<file path="config.mk">
export PLATFORM = sky130hd
export DESIGN_NAME = snrf_ctrl
export DESIGN_NICKNAME = d
export VERILOG_FILES = /design/src/rtl/core/snrf_pkg.sv /design/src/rtl/core/snrf_ctrl.sv
export SDC_FILE = /design/constraint.sdc
export NUM_CORES = 1
export LEC_CHECK = 0
export BUFFER_PORTS_ARGS = -buffer_cell sky130_fd_sc_hd__buf_2
export CORE_AREA = 2 2 39 41
export CTS_CLUSTER_DIAMETER = 60
export DETAILED_ROUTE_END_ITERATION = 8
export DIE_AREA = 0 0 41 43
export SYNTH_ARGS = -nofsm -noshare
export SYNTH_HDL_FRONTEND = slang
export SYNTH_SLANG_ARGS = --single-unit
</file>
<file path="constraint.sdc">
create_clock -name clock -period 1.4 [get_ports clock]
set_input_delay 0.21 -clock clock [delete_from_list [all_inputs] [get_ports clock]]
set_output_delay 0.21 -clock clock [all_outputs]
set_load 0.02 [all_outputs]
</file>
<file path="src/rtl/core/snrf_pkg.sv">
`default_nettype none
package snrf_pkg;

   localparam int DATA_WIDTH_DEF = 32;
   localparam int FRAC_BITS_DEF  = 16;
   localparam int TOL_WIDTH      = 31;
   localparam int ITER_WIDTH     = 8;
   localparam int KIND_WIDTH     = 3;
   localparam int CSR_ADDR_WIDTH = 1;
   localparam int CSR_DATA_WIDTH = 31;

   localparam logic [CSR_ADDR_WIDTH-1:0] CSR_TOLERANCE      = 1'b0;
   localparam logic [CSR_ADDR_WIDTH-1:0] CSR_MAX_ITERATIONS = 1'b1;

   localparam logic [TOL_WIDTH-1:0]  TOL_RESET  = 31'd66;
   localparam logic [ITER_WIDTH-1:0] ITER_RESET = 8'd100;

   localparam logic OP_START = 1'b0;
   localparam logic OP_REPLY = 1'b1;

   localparam logic [KIND_WIDTH-1:0] KIND_EVAL    = 3'd0;
   localparam logic [KIND_WIDTH-1:0] KIND_ROOT    = 3'd1;
   localparam logic [KIND_WIDTH-1:0] KIND_NOBRK   = 3'd2;
   localparam logic [KIND_WIDTH-1:0] KIND_LIMIT   = 3'd3;
   localparam logic [KIND_WIDTH-1:0] KIND_IGNORED = 3'd4;

   typedef struct packed {
      logic               op;
      logic signed [31:0] bound_a;
      logic signed [31:0] bound_b;
      logic signed [31:0] f_value;
      logic signed [31:0] slope;
   } req_word_type;

   typedef struct packed {
      logic [2:0]         kind;
      logic signed [31:0] point;
      logic [7:0]         iterations;
   } rsp_word_type;

   typedef enum logic [2:0] {
      PH_IDLE, PH_WAIT_A, PH_WAIT_B, PH_ITER
   } phase_type;

   typedef enum logic [3:0] {
      ST_IDLE, ST_DECODE, ST_MUL1, ST_MUL2, ST_CMP, ST_DIV, ST_FINISH, ST_OUT
   } ctl_state_type;

   // controller -> datapath
   typedef struct packed {
      logic load;       // capture input word
      logic decode;     // handle start / wait phases and iteration bookkeeping, may finish
      logic mul1;       // differences for side tests
      logic mul2;       // products for side tests and slow-convergence test
      logic cmp;        // decide bisect, start divider if newton
      logic div_step;   // one divider iteration
      logic finish;     // compute estimate and result
   } cmd_type;

   // datapath -> controller
   typedef struct packed {
      logic done_early; // decode produced the result
      logic need_div;   // newton step uses the divider
      logic div_done;
   } status_type;

endpackage
`default_nettype wire

</file>
<file path="src/rtl/core/snrf_ctrl.sv">
`default_nettype none
module snrf_ctrl (
   input  wire                 clock,
   input  wire                 reset,
   input  wire                 req_valid,
   output logic                req_stall,
   output logic                rsp_valid,
   input  wire                 rsp_stall,
   input  snrf_pkg::status_type status,
   output snrf_pkg::cmd_type   cmd
);

   snrf_pkg::ctl_state_type state_ff, state_in;

   always_ff @(posedge clock) begin
      if (reset) begin
         state_ff <= snrf_pkg::ST_IDLE;
      end else begin
         state_ff <= state_in;
      end
   end

   always_comb begin
      state_in = state_ff;
      unique case (state_ff)
         snrf_pkg::ST_IDLE:   if (req_valid) state_in = snrf_pkg::ST_DECODE;
         snrf_pkg::ST_DECODE: state_in = status.done_early ? snrf_pkg::ST_OUT
                                                           : snrf_pkg::ST_MUL1;
         snrf_pkg::ST_MUL1:   state_in = snrf_pkg::ST_MUL2;
         snrf_pkg::ST_MUL2:   state_in = snrf_pkg::ST_CMP;
         snrf_pkg::ST_CMP:    state_in = status.need_div ? snrf_pkg::ST_DIV
                                                         : snrf_pkg::ST_FINISH;
         snrf_pkg::ST_DIV:    if (status.div_done) state_in = snrf_pkg::ST_FINISH;
         snrf_pkg::ST_FINISH: state_in = snrf_pkg::ST_OUT;
         snrf_pkg::ST_OUT:    if (!rsp_stall) state_in = snrf_pkg::ST_IDLE;
         default:             state_in = snrf_pkg::ST_IDLE;
      endcase
   end

   always_comb begin
      cmd       = '0;
      req_stall = (state_ff != snrf_pkg::ST_IDLE);
      rsp_valid = (state_ff == snrf_pkg::ST_OUT);
      unique case (state_ff)
         snrf_pkg::ST_IDLE:   cmd.load     = req_valid;
         snrf_pkg::ST_DECODE: cmd.decode   = 1'b1;
         snrf_pkg::ST_MUL1:   cmd.mul1     = 1'b1;
         snrf_pkg::ST_MUL2:   cmd.mul2     = 1'b1;
         snrf_pkg::ST_CMP:    cmd.cmp      = 1'b1;
         snrf_pkg::ST_DIV:    cmd.div_step = 1'b1;
         snrf_pkg::ST_FINISH: cmd.finish   = 1'b1;
         default:             ;
      endcase
   end

endmodule
`default_nettype wire

</file>
# == Yosys cells after proc, flatten, opt, wreduce, memory -nomap -nowiden ==
# Index checks and enable logic that the tools add are counted.
# classes
addsub,0
multipliers,0
n_div,0
magnitude_cmp,0
n_eq_ne,10
shift,0
n_mux,13
bitwise_logic,0
reduce_logical,3
# op_table
cell,count
$pmux 4 s8,1
$eq 4x3->1 const B,4
$mux 4,3
$eq 4x2->1 const B,2
$mux 1,7
$ne 2x2->1 const B,3
$eq 4x1->1 const B,1
$logic_not 4->1,1
$reduce_bool 4->1,1
$mux 3,1
$reduce_and 3->1,1
$mux 2,1
# totals
ff_bits,4
latchBits,0
mem_bits_rw,0
romBits,0
inputBits,7
mem_count,0

# == Depth between registers and ports, before layout ==
# logic_depth
ltp_word,3
ltp_mapped,4
depth_no_buf,3

# == Least setup slack after synthesis ==
# Ideal clock, no wire load.
# synth_path
kind,flip-flop to output port
startpoint,register state_ff[2]
endpoint,output cmd[6] in the netlist's numbering
arrival_ps,1200
t_required_ps,1190
slack_ps,-10
stages_incl_launch_ff,4
n_path_buf,1
cell_sequence,dfxtp_1 -> buf_6 -> or3_1 -> nor2_1
# synth_rtl
item,line_no,text
"start, declared",snrf_ctrl.sv:13,"snrf_pkg::ctl_state_type state_ff, state_in;"
"start signal, assigned",snrf_ctrl.sv:17,state_ff <= snrf_pkg::ST_IDLE;
"start signal, assigned",snrf_ctrl.sv:19,state_ff <= state_in;
"end, declared",snrf_ctrl.sv:10,output snrf_pkg::cmd_type cmd

==> impl_metrics.csv <==
group,metric,value,unit
layout,antenna_cells,0,
place,placed_area,350,um2
place,placed_cells,64,
timing,hold_viol,0,
route,drt_iter0_markers,3,
worst_setup_path,cpPeakStageDelay,0.40,ns
clocking,numClockSinks,3,
place,numPortBuffers,15,
route,drtPass1Iterations,2,
grt,grt_pass1_wl,1.01,mm
worst_setup_path,critical_path.cell_chain,"or3_4 > nor2_4 > buf_6",
floorplan,ios,16,
layout,num-fill-cells,161,
route,drc_errors,0,
layout,utilization,31.4,%
clocking,cts_buffers,3,
worst_setup_path,worst-setup-path-type,"flop to output pin",
logic_synthesis,syn_nets,42,
route,met1_length,348,um
worst_setup_path,crit_arrival,1.18,ns
logic_synthesis,syn_area_per_cell,7.69,um2
layout,final_nets,64,
clocking,tritoncts,"done",
timing,min_period,1.39,ns
floorplan,rows,14,
floorplan,core,0.00138,mm2
timing,fmax,717,MHz
floorplan,die_y,43,um
layout,drive_gt1_share,60.7,%
timing,relSlewSlack,83.2,%
layout,reg.largest.list,"state_ff (3)",
logic_synthesis,ys_ff_latch,3,
layout,area_delta_synth_final,61.4,%
clocking,clkTransAtPathRegs,0.04,ns
clocking,cts_root_buffer,"clkbuf_4",
logic_synthesis,synth_cell_type_count,22,
grt,antenna_found_initial,0,
worst_setup_path,path_max_fanout,5,
min_path,hold_class,"primary input to flop",
worst_setup_path,start_kind,"flop",
floorplan,die-area,0.00176,mm2
logic_synthesis,synthCells,35,
timing,tightest_slew,0.250,ns
floorplan,die_w,41,um
layout,final_cell_mix,"buf_2, nor2_1, buf_4",
clocking,cts_hold_buf,0,
pwr,power_leakage,0.219,nW
logic_synthesis,yosysWarnings,0,
worst_setup_path,slowest_stage,"or3_4",
logic_synthesis,yosysSeqAreaShare,22.3,%
worst_setup_path,crit_path_end_kind,"output pin",
route,vias_per_cell,4.39,
route,ant_nets,0,
grt,grt_max_degree,16,
timing,hold_slack,0.191,ns
timing,setup_viol,0,
grt,grt_use_total,8.62,%
grt,gr-total-overflow,0,
clocking,clkLatencyLatePin,0.23,ns
route,met3RoutedLength,46,um
place,place.gp.congestion,0.728,
route,wire_per_inst,9.99,um
worst_setup_path,worstPathRequired,1.19,ns
route,num_vias,316,
timing,rsz0062_at_grt,"true",
flow_run,cap_violations,0,
timing,finalCritPeriodShare,99.6,%
clocking,cts_max_level,1,
route,routed_wl,719,um
layout,fin_area,434,um2
layout,largest_reg_flops,3,
layout,layout_commonest_cell,"buf_2",
grt,grt_pass1_vias,249,
timing,maxSlewViolCount,0,
layout,layout.cells.non_filler,72,
timing,skew,0.00378,ns
logic_synthesis,syn-cell-area,269,um2
pwr,ir_drop,0.437,mV
outcome,status,"complete, no violations",
pwr,power_density,1380,mW/mm2
route,wl_met2,325,um
floorplan,start_util,19.4,%
timing,setup_tns,0,ns
clocking,clk_path_buf_depth,2,
layout,largest-register,"state_ff",
route,highest_layer,"met3",
## cell families after synthesis
family	count (synthesis)	share of synthesized area, %
AND/OR/NAND/NOR	16	33.0
AO/OA/AOI/OAI	9	30.2
buffers and inverters	7	14.4
flip-flops	3	22.3
## cell usage after synthesis
cell type	count	area [um2]
o21ai_1	1	5.00
buf_2	1	5.00
nor2_1	6	22.5
nor2_2	1	6.26
nor4_2	1	12.5
nand2_1	2	7.51
o311a_1	1	10.0
o211ai_1	1	7.51
o21ai_0	2	10.0
buf_6	1	11.3
and3_2	1	7.51
a21o_2	1	8.76
nor3_1	1	5.00
or3_1	1	6.26
a221oi_2	1	15.0
dfxtp_1	3	60.1
a311oi_2	1	15.0
buf_4	1	7.51
and3_1	1	6.26
nor3b_1	2	15.0
inv_1	4	15.0
a32o_1	1	10.0
## worst max-delay path, delay by kind of cell, from the launching register on
family,cells,cell delay [ns]
simple gates,2,0.49
buf+inv,1,0.11
flops,1,0.35
## per-stage QoR
step                      total power (W)  setup slack (ns)
after global placement           0.000376             0.145
after floorplan                  0.000322            0.0692
after CTS                        0.000586          0.000822
after global routing             0.000643           -0.0357
after detailed placement         0.000378             0.122
final                            0.000598           0.00619
## final timing paths
| path | start | to | slack (ns) | depth (start not counted) |
|---|---|---|---|---|
| worst min-delay path | reset | state_ff[2] | 0.19 | 2 |
| worst max register to register | state_ff[1] | state_ff[0] | 0.19 | 4 |
| worst min register to register | state_ff[2] | state_ff[2] | 0.60 | 2 |
| worst max-delay path | state_ff[1] | cmd[6] | 0.006 | 3 |
## area by class of cell
class | count | area (um2) | share of cell area (%)
inverters | 4 | 15.0 | 3.46
multi-input cells | 25 | 183 | 42.1
flip-flops and latches | 3 | 71.3 | 16.4
repair buffers | 20 | 119 | 27.4
clock buffers | 4 | 26.3 | 6.05
well taps | 16 | 20.0 | 4.61
## repair_timing
item,in CTS,in global routing
endpoints found under the hold margin,0,0
pin swaps,1,1
gates resized for setup,9,1
setup buffers,2,2
setup endpoints to repair,8,4
## report_power, final
part / internal, W / switching, W / leakage (nW)
registers: 0.000112 / 0.0000410 / 0.0267
logic: 0.000140 / 0.000149 / 0.177
clock network: 0.000107 / 0.0000487 / 0.0150
## per-layer routing
metal,vias to the layer above,GRT usage (%)
met5,-,0
met4,0,2.00
met3,0,6.28
met2,9,10.9
met1,140,11.5
li1,167,-
No activity file was read; power rests on OpenSTA's default activity.
